[src/design/lti_pkg.sv]
// Shared types, widths, codes and vector arithmetic for the line/triangle intersection block.
package lti_pkg;

   localparam int COORD_BITS    = 16;
   localparam int FRACTION_BITS = 16;
   localparam int VERT_W        = 3 * COORD_BITS;
   localparam int DIFF_W        = COORD_BITS + 1;
   localparam int CROSS_W       = 2 * DIFF_W;
   localparam int DOT_W         = CROSS_W + DIFF_W + 1;
   localparam int MAG_W         = DOT_W - 1;
   localparam int DMAG_W        = COORD_BITS;
   localparam int SPLIT_W       = (MAG_W + 1) / 2;
   localparam int PROD_W        = MAG_W + DMAG_W;
   localparam int NUM_W         = PROD_W + FRACTION_BITS;
   localparam int HIT_W         = 32;
   localparam int QUO_W         = HIT_W + 1;
   localparam int TOT_W         = QUO_W + 3;
   localparam int CSR_IDX_W     = 2;
   localparam int QUEUE_DEPTH   = 4;

   localparam logic [CSR_IDX_W-1:0] REG_VERTEX_A = CSR_IDX_W'(0);
   localparam logic [CSR_IDX_W-1:0] REG_VERTEX_B = CSR_IDX_W'(1);
   localparam logic [CSR_IDX_W-1:0] REG_VERTEX_C = CSR_IDX_W'(2);

   typedef enum logic [2:0] {
      ST_HIT           = 3'd0,
      ST_DEGENERATE    = 3'd1,
      ST_PARALLEL      = 3'd2,
      ST_OUT_OF_BOUNDS = 3'd3,
      ST_OUTSIDE       = 3'd4
   } status_type;

   typedef struct packed {
      logic signed [COORD_BITS-1:0] start_x;
      logic signed [COORD_BITS-1:0] start_y;
      logic signed [COORD_BITS-1:0] start_z;
      logic signed [COORD_BITS-1:0] end_x;
      logic signed [COORD_BITS-1:0] end_y;
      logic signed [COORD_BITS-1:0] end_z;
      logic                         bounded_at_start;
      logic                         bounded_at_end;
      logic                         count_edges;
   } req_type;

   typedef struct packed {
      status_type              status;
      logic signed [HIT_W-1:0] hit_x;
      logic signed [HIT_W-1:0] hit_y;
      logic signed [HIT_W-1:0] hit_z;
   } rsp_type;

   typedef struct packed {
      logic signed [COORD_BITS-1:0] x;
      logic signed [COORD_BITS-1:0] y;
      logic signed [COORD_BITS-1:0] z;
   } pvec_type;

   typedef struct packed {
      logic signed [DIFF_W-1:0] x;
      logic signed [DIFF_W-1:0] y;
      logic signed [DIFF_W-1:0] z;
   } dvec_type;

   typedef struct packed {
      logic signed [CROSS_W-1:0] x;
      logic signed [CROSS_W-1:0] y;
      logic signed [CROSS_W-1:0] z;
   } cvec_type;

   typedef struct packed {
      logic signed [DOT_W-1:0] x;
      logic signed [DOT_W-1:0] y;
      logic signed [DOT_W-1:0] z;
   } wvec_type;

   typedef struct packed {
      logic bounded_at_start;
      logic bounded_at_end;
      logic count_edges;
   } flags_type;

   // Classified request handed from the front part to the back part.
   typedef struct packed {
      status_type        status;
      pvec_type          p;
      logic [DMAG_W-1:0] dx_mag;
      logic [DMAG_W-1:0] dy_mag;
      logic [DMAG_W-1:0] dz_mag;
      logic [2:0]        d_neg;
      logic [MAG_W-1:0]  a_mag;
      logic              a_neg;
      logic [MAG_W-1:0]  b_mag;
   } mid_type;

   function automatic pvec_type unpack_vertex(logic [VERT_W-1:0] r);
      pvec_type v;
      v.x = signed'(r[COORD_BITS-1:0]);
      v.y = signed'(r[2*COORD_BITS-1:COORD_BITS]);
      v.z = signed'(r[3*COORD_BITS-1:2*COORD_BITS]);
      return v;
   endfunction

   function automatic dvec_type sub3(pvec_type p, pvec_type q);
      dvec_type r;
      r.x = DIFF_W'(p.x) - DIFF_W'(q.x);
      r.y = DIFF_W'(p.y) - DIFF_W'(q.y);
      r.z = DIFF_W'(p.z) - DIFF_W'(q.z);
      return r;
   endfunction

   function automatic cvec_type cross3(dvec_type p, dvec_type q);
      cvec_type r;
      r.x = CROSS_W'(p.y) * CROSS_W'(q.z) - CROSS_W'(p.z) * CROSS_W'(q.y);
      r.y = CROSS_W'(p.z) * CROSS_W'(q.x) - CROSS_W'(p.x) * CROSS_W'(q.z);
      r.z = CROSS_W'(p.x) * CROSS_W'(q.y) - CROSS_W'(p.y) * CROSS_W'(q.x);
      return r;
   endfunction

   function automatic wvec_type mul3(cvec_type c, dvec_type d);
      wvec_type r;
      r.x = DOT_W'(c.x) * DOT_W'(d.x);
      r.y = DOT_W'(c.y) * DOT_W'(d.y);
      r.z = DOT_W'(c.z) * DOT_W'(d.z);
      return r;
   endfunction

   function automatic logic signed [DOT_W-1:0] sum3(wvec_type w);
      return w.x + w.y + w.z;
   endfunction

endpackage

[src/design/lti_queue.sv]
// Short request queue between the front and back parts.
module lti_queue #(
   parameter int DEPTH = lti_pkg::QUEUE_DEPTH
) (
   input  logic             clock,
   input  logic             reset,
   input  logic             push,
   input  lti_pkg::mid_type push_data,
   input  logic             pop,
   output logic             full,
   output logic             empty,
   output lti_pkg::mid_type pop_data
);
   import lti_pkg::*;

   localparam int PTR_W = (DEPTH > 1) ? $clog2(DEPTH) : 1;
   localparam int CNT_W = $clog2(DEPTH + 1);

   mid_type            slot_ff [DEPTH];
   logic [PTR_W-1:0]   wr_ptr_ff, wr_ptr_in, rd_ptr_ff, rd_ptr_in;
   logic [CNT_W-1:0]   count_ff, count_in;

   always_comb begin
      wr_ptr_in = wr_ptr_ff;
      rd_ptr_in = rd_ptr_ff;
      count_in  = count_ff;
      if (push) begin
         wr_ptr_in = (wr_ptr_ff == PTR_W'(DEPTH - 1)) ? '0 : wr_ptr_ff + 1'b1;
      end
      if (pop) begin
         rd_ptr_in = (rd_ptr_ff == PTR_W'(DEPTH - 1)) ? '0 : rd_ptr_ff + 1'b1;
      end
      if (push && !pop) begin
         count_in = count_ff + 1'b1;
      end else if (pop && !push) begin
         count_in = count_ff - 1'b1;
      end
   end

   always_ff @(posedge clock) begin
      if (reset) begin
         wr_ptr_ff <= '0;
         rd_ptr_ff <= '0;
         count_ff  <= '0;
      end else begin
         wr_ptr_ff <= wr_ptr_in;
         rd_ptr_ff <= rd_ptr_in;
         count_ff  <= count_in;
      end
   end

   always_ff @(posedge clock) begin
      if (push) begin
         slot_ff[wr_ptr_ff] <= push_data;
      end
   end

   assign full     = (count_ff == CNT_W'(DEPTH));
   assign empty    = (count_ff == '0);
   assign pop_data = slot_ff[rd_ptr_ff];

endmodule

[config.mk]
export PLATFORM = sky130hd
export DESIGN_NAME = lti_queue
export DESIGN_NICKNAME = d
export VERILOG_FILES = /design/src/design/lti_pkg.sv /design/src/design/lti_queue.sv
export SDC_FILE = /design/constraint.sdc
export NUM_CORES = 1
export LEC_CHECK = 0
export ABC_CLOCK_PERIOD_IN_PS = 7380
export BUFFER_PORTS_ARGS = -buffer_cell sky130_fd_sc_hd__buf_2
export CORE_MARGIN = 2
export CORE_UTILIZATION = 57
export DETAILED_ROUTE_END_ITERATION = 10
export GPL_TIMING_DRIVEN = 0
export PLACE_DENSITY = 0.79
export SYNTH_ARGS = -nofsm -noshare
export SYNTH_HDL_FRONTEND = slang
export SYNTH_SLANG_ARGS = --single-unit
[constraint.sdc]
create_clock -name clock -period 7.38 [get_ports clock]
set_input_delay 0.738 -clock clock [delete_from_list [all_inputs] [get_ports clock]]
set_output_delay 0.738 -clock clock [all_outputs]
set_load 0.01 [all_outputs]
==> out/results.ini, run 1 <==
[sta]
min_period_ns = 3.57
slew-limit-headroom_pct = 38.7
max_freq_mhz = 280
fin_ws_ns = 3.81
slew_viol_final = 0
rsz0062_at_grt = no
fin_crit_sh_pct = 48.4
tightest_slew_ns = 0.920
skew_ns = 0.0210
setup_viol = 0
hold_violations = 0

[cts]
root_buffer = clkbuf_16
numCtsBuffers = 79
worstSkewPairLatency_ns = 0.60
postCtsSetupBuffers = 0
cts_resized = 0
cts_hold_buf = 0
clk_pin_slew_ns = 0.06
cts-htree-levels = 3
tritoncts = built
clock_path_buffers = 3
cts_sinks = 829

[synth]
yosys.area_share.adder_pct = 0.316
ys_warn_count = 0
netlist_area_mm2 = 0.0301
ys_ff_latch = 829
async_reset_ff_share_pct = 0
ys_seq_area_share_pct = 82.4
synthMuxAreaShare_pct = 15.8
ys.flop_type = edfxtp_1
synth_cell_types = 20
yosysMostFrequentCell = edfxtp_1
syn_nets = 1331
synth_top_area_share_pct = 81.8
synth_xor_area_share_pct = 0.0582
postSynthAreaPerCell_um2 = 27.0
postSynthCellCount = 1115
synth_top_family_by_area = multiplexers
synth_top_cell_by_area = edfxtp_1
synth_compound_area_share_pct = 0.0499
ys_top_cells_by_area = edfxtp_1 (82%), mux4_2 (13%), mux4_1 (2.2%)
synth-edff-count = 820
synth-simple-area-share_pct = 0.258
ys_top_cells_by_count = edfxtp_1 (820), mux4_2 (180), mux4_1 (25)

[global_route]
grt_pass1_wl_mm = 89.0
grt_pass1_vias = 14295
grt_use_total_pct = 22.3
grt_max_degree = 59
antenna_found_initial = 19
grt_overflow = 0

[power_and_ir_drop]
vdd_drop_max_uv = 354
finalPower_mw = 10.0
leakagePower_nw = 12.1
powerDensity_mw_per_mm2 = 280

[detailed_routing]
routed_via_density = 5.79
drc_errors = 0
wirelength_mm = 60.9
vias = 13801
drt_iter0_markers = 954
ant_nets = 0
wire_per_inst_um = 25.6
firstDrtPassIters = 5

[worst_hold_path]
min_path_type = in -> reg
hold_path_depth = 1
hold_path_end = slot_ff[3][101]
min_from = push_data[101]

[final_layout]
finalNetCount = 1840
area_growth_pct = 18.7
drive_above_1_share_pct = 44.3
design_area_mm2 = 0.0358
stdcell_count = 2382
n_fill_cell = 3119
fin_util_pct = 68.2

[floorplan]
core-area_mm2 = 0.0524
die_width_um = 234
fp-row-count = 84
pin_count = 416
die_h_um = 234
dieArea_mm2 = 0.0547
initial_core_util_pct = 57.4

[placement]
gp_congestion = 0.741
hpwlAfterDp_mm = 37.6
dp_cells = 2231
dp_slack_ns = 4.33
placed_area_mm2 = 0.0334
portBuffers = 415

[critical_path]
path_class = reg -> out
rr_endpoint = slot_ff[1][55]
cp-end-kind = output port
crit_fanout = 11
crit_required_ns = 6.64
r2r_slack_ns = 4.93
timing.rr.start = wr_ptr_ff[1]
startpoint_type = register
arrival_ns = 2.83
r2r_cells = 5

[flow_run]
maxCapViolations = 0

[run_status]
status = finished, final reports clean

layout make-up:
class	count	area [um^2]	area share (%)
inverters	4	15.0	0.0420
plain buffers	46	343	0.959
flip-flops and latches	829	24800	69.4
clock inverters	32	209	0.584
diodes	13	32.5	0.0910
well taps	688	861	2.41
clock buffers	106	2100	5.87
repair buffers	428	2430	6.81
multi-input cells	236	4970	13.9
power by group:
| group | internal [mW] | switching [mW] | leakage [nW] |
|---|---|---|---|
| sequential | 5.40 | 0.0516 | 7.61 |
| clock | 2.06 | 1.61 | 1.12 |
| combinational | 0.402 | 0.498 | 3.36 |
| total | 7.86 | 2.16 | 12.1 |
registers in the layout, summed over array words and instances, names as in the netlist, named ones only:
name / count
count_ff: 3
wr_ptr_ff: 2
rd_ptr_ff: 2
slot_ff: 820
cell families after synthesis:
| kind of cell | after synthesis |
|---|---|
| and+or+nand+nor | 15 |
| DFF | 829 |
| muxes | 209 |
| buffers and inverters | 50 |
| adders and majority gates | 7 |
| xor gates and xnor gates | 2 |
| AOI/OAI and AO/OA | 3 |
cell usage in the layout, fill, tap and decap left out, drive strengths merged:
master    n
fa        1
buf     468
o21ai     1
nor3b     2
xor2      2
edfxtp  820
clkinv   27
diode    13
and2      4
mux2i     4
clkbuf  112
inv       7
mux4    205
ha        6
nor3      1
nor2      7
bufinv    2
dfxtp     9
a21oi     2
or3       1
per-layer routing:
layer	GRT usage (%)	vias to the layer above	wire (um)
met2	36.1	511	30900
met5	0	-	123
met1	28.8	7226	22900
li1	-	5924	-
met4	7.16	18	1570
met3	7.56	122	5420
worst max-delay path by stage:
stage / to / cells after the start
2_1_floorplan: slot_ff[0][0] / 1
3_3_place_gp: slot_ff[1][94] / 2
3_5_place_dp: pop_data[36] / 5
4_1_cts: pop_data[36] / 5
5_1_grt: pop_data[36] / 5
6_report: pop_data[36] / 5
per-stage QoR:
step                      TNS [ns]  hold slack [ns]
after global placement    -1897.99            0.482
after CTS                        0            0.295
final                            0            0.341
after detailed placement         0            0.520
after global routing             0            0.313
after floorplan                  0            0.460
critical path: stages, from the launching register on:
cell and delay (ns):
dfxtp_1 0.31, buf_2 0.23, clkbuf_1 0.70, buf_2 0.43
mux4_2 0.37, buf_2 0.17
No activity file was read; power rests on OpenSTA's default activity.
==> run 2, diff against run 1 <==
--- a/config.mk
+++ b/config.mk
@@ -5,13 +5,13 @@
 export SDC_FILE = /design/constraint.sdc
 export NUM_CORES = 1
 export LEC_CHECK = 0
-export ABC_CLOCK_PERIOD_IN_PS = 7380
+export ABC_CLOCK_PERIOD_IN_PS = 3100
 export BUFFER_PORTS_ARGS = -buffer_cell sky130_fd_sc_hd__buf_2
 export CORE_MARGIN = 2
-export CORE_UTILIZATION = 57
+export CORE_UTILIZATION = 51
 export DETAILED_ROUTE_END_ITERATION = 10
 export GPL_TIMING_DRIVEN = 0
-export PLACE_DENSITY = 0.79
+export PLACE_DENSITY = 0.75
 export SYNTH_ARGS = -nofsm -noshare
 export SYNTH_HDL_FRONTEND = slang
 export SYNTH_SLANG_ARGS = --single-unit
==> constraint.sdc (replaced) <==
create_clock -name clock -period 3.1 [get_ports clock]
set_input_delay 0.31 -clock clock [delete_from_list [all_inputs] [get_ports clock]]
set_output_delay 0.31 -clock clock [all_outputs]
set_load 0.01 [all_outputs]
==> out/results.ini, run 2 (synthesized netlist as in run 1, its figures left out) <==
[placement]
gp_congestion = 0.732
hpwlAfterDp_mm = 38.4
portBuffers = 415

[floorplan]
initial_core_util_pct = 51.3
die_h_um = 247
dieArea_mm2 = 0.0610
core-area_mm2 = 0.0587
fp-row-count = 89
die_width_um = 247
pin_count = 416

[global_route]
use_met3_pct = 5.44
grtUsageMet1_pct = 27.0
grt_use_total_pct = 21.2
grt_pass1_wl_mm = 95.1
grt-busiest-layer = met2
gr-usage-met2_pct = 35.3
antenna_found_initial = 6
grt_overflow = 0
grt_max_degree = 58
grt_pass1_vias = 15583

[final_layout]
final_cell_mix = edfxtp_1 (820), buf_2 (437), dlygate4sd3_1 (206), mux4_2 (180), clkbuf_16 (85)
area_growth_pct = 27.0
largest_register = slot_ff
drive_above_1_share_pct = 40.2
finalNetCount = 2051
n_fill_cell = 3667
largestRegisters = slot_ff: 820 flops, count_ff: 3 flops
largest_reg_flops = 820
layout_commonest_cell = edfxtp_1

[sta]
rsz0062_at_grt = no
max_freq_mhz = 344
slew_viol_final = 0
skew_ns = 0.0171
fin_crit_sh_pct = 93.8
tightest_slew_ns = 0.938
fin_setup_tns_ns = 0
setup_viol = 0
min_period_ns = 2.91
slew-limit-headroom_pct = 37.5
hold_violations = 0

[cts]
clock_path_buffers = 3
root_buffer = clkbuf_16
numCtsBuffers = 82
postCtsSetupBuffers = 0
tritoncts = built
worstSkewPairLatency_ns = 0.61
cts-htree-levels = 3
clk_pin_slew_ns = 0.06
cts_sinks = 829

[critical_path]
startpoint_type = register
crit_fanout = 10
critPathMostFrequentCell = buf_2
worstPathCellList = buf_2 > clkbuf_2 > buf_2 > mux4_1 > buf_2
cp-end-kind = output port
crit_buf_inv = 4
crit_required_ns = 2.79
slowest_delay_ns = 0.43
rr_endpoint = slot_ff[3][162]
timing.rr.start = wr_ptr_ff[0]
crit_family = buffers and inverters
arrival_ns = 2.60
r2r_cells = 4
path_class = reg -> out
slowest_stage = clkbuf_2
r2r_slack_ns = 0.67

[detailed_routing]
routed_via_density = 5.46
ant_nets = 0
drt_iter0_markers = 928
vias = 14605
wire_per_inst_um = 24.0
firstDrtPassIters = 5
wirelength_mm = 64.3
drc_errors = 0

[power_and_ir_drop]
leakagePower_nw = 13.1
sw_frac_of_total_pct = 21.7
seqPwrFrac_pct = 52.2
finalPower_mw = 24.9
power.internal_mw = 19.5
combPwrFrac_pct = 9.7
p_clk_share_pct = 38.2
vdd_drop_max_uv = 778
p_sw_mw = 5.40
powerDensity_mw_per_mm2 = 650

[flow_run]
maxCapViolations = 0

[worst_hold_path]
min_from = pop
min_path_type = in -> reg
hold_path_end = rd_ptr_ff[1]
hold_path_depth = 3

[run_status]
status = finished, final reports clean

run 2: cell count changes in the layout (fill, tap and decap cells not counted), sizes merged:
cell,delta
buf,+2
bufinv,+3
clkinv,+4
clkinvlp,+2
diode,-9
dlygate4sd3,+206
inv,+1
run 2: final cells by class:
| cell class | instances | area [um^2] | area share (%) |
|---|---|---|---|
| Antenna cell | 4 | 10.0 | 0.0262 |
| Buffer | 46 | 344 | 0.900 |
| Clock buffer | 106 | 2220 | 5.79 |
| Clock inverter | 42 | 372 | 0.972 |
| Inverter | 4 | 15.0 | 0.0393 |
| Multi-Input combinational cell | 236 | 4970 | 13.0 |
| Sequential cell | 829 | 24800 | 64.9 |
| Tap cell | 773 | 967 | 2.53 |
| Timing Repair Buffer | 636 | 4540 | 11.9 |
run 2: per-stage QoR:
stage / setup WS, ns / utilization, % / std cells / instance area, um^2 / hold WS [ns]
CTS: 0.0728 / 65.1 / 2672 / 38200 / 0.000379
floorplan: 0.664 / - / 1115 / 30100 / 0.379
finish: 0.192 / 65.2 / 2676 / 38200 / 0.0795
global route: 0.0335 / 65.2 / 2675 / 38200 / 0.0899
detailed placement: 0.370 / 57.2 / 2318 / 33600 / 0.503
global placement: -0.484 / 56.5 / 2303 / 33200 / 0.495
run 2: repair_timing:
action	CTS	global route
hold endpoints to repair	829	0
resized for setup	1	0
hold buffers	206	0
endpoints found under the setup margin	100	0
run 2: how the worst max path moves through the flow:
stage / to / cells after the start / slack, ns
CTS: pop_data[35] / 5 / 0.07
global placement: slot_ff[3][163] / 2 / -0.48
global route: pop_data[35] / 5 / 0.03
finish: pop_data[55] / 5 / 0.19
detailed placement: pop_data[35] / 5 / 0.37
floorplan: slot_ff[3][0] / 2 / 0.66
run 2: power groups by stage:
stage | sequential (mW) | clock [mW] | combinational (mW)
finish | 13.0 | 9.49 | 2.40
global route | 13.0 | 10.1 | 2.57
CTS | 13.0 | 9.66 | 2.42
detailed placement | 13.2 | 0 | 2.18
global placement | 13.2 | 0 | 2.07
floorplan | 13.2 | 0 | 1.18
run 2: per-layer routing:
| metal | routed length, um | share of wire, % | vias to the layer above |
|---|---|---|---|
| met5 | 22 | 0.034 | - |
| met4 | 1950 | 3.0 | 4 |
| met3 | 4800 | 7.5 | 121 |
| met2 | 33400 | 52 | 541 |
| met1 | 24200 | 38 | 7596 |
| li1 | - | - | 6343 |
run 2: worst min-delay path: stages:
cell,delay [ns]
buf_2,0.12
mux2i_1,0.08
nor2_1,0.13
==> run 3, diff against run 2 <==
--- a/config.mk
+++ b/config.mk
@@ -7,11 +7,13 @@
 export LEC_CHECK = 0
 export ABC_CLOCK_PERIOD_IN_PS = 3100
 export BUFFER_PORTS_ARGS = -buffer_cell sky130_fd_sc_hd__buf_2
+export CELL_PAD_IN_SITES_DETAIL_PLACEMENT = 0
+export CELL_PAD_IN_SITES_GLOBAL_PLACEMENT = 1
 export CORE_MARGIN = 2
-export CORE_UTILIZATION = 51
+export CORE_UTILIZATION = 46
 export DETAILED_ROUTE_END_ITERATION = 10
 export GPL_TIMING_DRIVEN = 0
-export PLACE_DENSITY = 0.75
+export PLACE_DENSITY_LB_ADDON = 0.1
 export SYNTH_ARGS = -nofsm -noshare
 export SYNTH_HDL_FRONTEND = slang
 export SYNTH_SLANG_ARGS = --single-unit
==> out/results.ini, run 3 (synthesized netlist as in run 1, its figures left out) <==
[critical_path]
critPathMostFrequentCell = buf_2
slowest_delay_ns = 0.41
startpoint_type = register
cp-end-kind = output port
slowest_stage = clkbuf_2
worstPathCellList = buf_2 > clkbuf_2 > buf_2 > mux4_2 > buf_2
crit_buf_inv = 4
crit_required_ns = 2.79
path_class = reg -> out
arrival_ns = 2.56
crit_fanout = 10
crit_family = buffers and inverters

[sta]
slew_viol_final = 0
fin_crit_sh_pct = 92.5
skew_ns = 0.0242
min_period_ns = 2.87
tightest_slew_ns = 0.711
hold_ws_ns = 0.0640
max_freq_mhz = 349
slew-limit-headroom_pct = 52.6
rsz0062_at_grt = no
setup_viol = 0
fin_ws_ns = 0.233
hold_violations = 0

[placement]
dp_slack_ns = 0.436
portBuffers = 415
dp_cells = 2401
placed_area_mm2 = 0.0337
hpwlAfterDp_mm = 39.7
gp_congestion = 0.707

[floorplan]
fp-row-count = 93
initial_core_util_pct = 46.6
dieArea_mm2 = 0.0675
die_width_um = 260
pin_count = 416
die_h_um = 260
core-area_mm2 = 0.0646

[final_layout]
design_area_mm2 = 0.0384
layout_commonest_cell = edfxtp_1
n_fill_cell = 4787
finalNetCount = 2057
largest_register = slot_ff
area_growth_pct = 27.6
largest_reg_flops = 820
drive_above_1_share_pct = 40.5
final_cell_mix = edfxtp_1 (820), buf_2 (437), dlygate4sd3_1 (207), mux4_2 (180), clkbuf_16 (88)
seq_area_mm2 = 0.0248
multi_input_area_mm2 = 0.00497
largestRegisters = slot_ff: 820 flops, count_ff: 3 flops
stdcell_count = 2770

[cts]
cts-htree-levels = 3
tritoncts = built
clock_path_buffers = 3
cts_sinks = 829
root_buffer = clkbuf_16
numCtsBuffers = 86
worstSkewPairLatency_ns = 0.62
clk_pin_slew_ns = 0.06

[detailed_routing]
ant_nets = 0
routed_via_density = 5.17
drt_iter0_markers = 1094
wirelength_mm = 63.0
drc_errors = 0
vias = 14332
wire_per_inst_um = 22.7
firstDrtPassIters = 5

[power_and_ir_drop]
powerDensity_mw_per_mm2 = 650
leakagePower_nw = 13.2
vdd_drop_max_uv = 505

[flow_run]
maxCapViolations = 0

[global_route]
grt_use_total_pct = 18.7
antenna_found_initial = 7
grt_max_degree = 55
grt_overflow = 0
grt_pass1_wl_mm = 93.9
grt_pass1_vias = 14969

[run_status]
status = finished, final reports clean

[worst_hold_path]
min_path_type = in -> reg

==> run 3: cell types whose count changed in the layout (fill, tap and decap cells not counted), sizes merged <==
| cell | delta |
|---|---|
| bufinv | -1 |
| clkinvlp | -1 |
| buf | +1 |
| clkbuf | +7 |
| dlygate4sd3 | +1 |
| clkinv | +5 |
==> run 3: timing repair <==
| action | CTS | global route |
|---|---|---|
| hold buffers | 207 | 0 |
| resized for setup | 1 | 0 |
| endpoints found under the setup margin | 100 | 0 |
| buffers inserted | 0 | 0 |
| endpoints found under the hold margin | 829 | 0 |
==> run 3: final timing paths <==
kind | startpoint | end | cells after the start | slack, ns
worst min-delay path | push | wr_ptr_ff[1] | 3 | 0.06
worst min register to register | count_ff[2] | count_ff[2] | 2 | 0.51
worst max register to register | wr_ptr_ff[0] | slot_ff[3][113] | 5 | 0.67
worst max-delay path | register | pop_data[116] | 5 | 0.23
==> run 3: stage by stage <==
step | power [mW] | util, % | setup TNS [ns]
finish | 25.0 | 59.5 | 0
global route | 25.9 | 59.5 | 0
CTS | 25.3 | 59.5 | 0
detailed placement | 15.4 | 52.2 | 0
global placement | 15.4 | 51.5 | -488.00
floorplan | 14.4 | - | 0
==> run 3: final cells by class <==
type                    count  share of cell area [%]
diodes                      4                  0.0261
inverters                   4                  0.0391
clock buffers             113                    5.98
repair buffers            638                    11.9
clock inverters            45                   0.879
plain buffers              46                   0.895
multi-input cells         236                    12.9
flip-flops and latches    829                    64.6
well taps                 855                    2.78
==> run 3: layer usage <==
layer / vias up / GRT usage [%] / part of all wire [%]
li1: 6379 / - / -
met1: 7468 / 25.1 / 41
met2: 377 / 30.3 / 49
met3: 100 / 5.54 / 7.3
met4: 8 / 5.00 / 2.2
met5: - / 0 / 0.087
==> run 3: worst reg2reg max path, delay by kind of cell, from the launching register on <==
kind	cells	cell delay, ns
DFF	1	0.41
adders and majority gates	1	0.20
and+or+nand+nor	1	0.50
buffers and inverters	3	0.97
==> run 3: power breakdown <==
group	switching, mW	total, mW	internal, mW
combinational	1.26	2.40	1.13
clock	4.07	9.62	5.55
sequential	0.0979	13.0	12.9
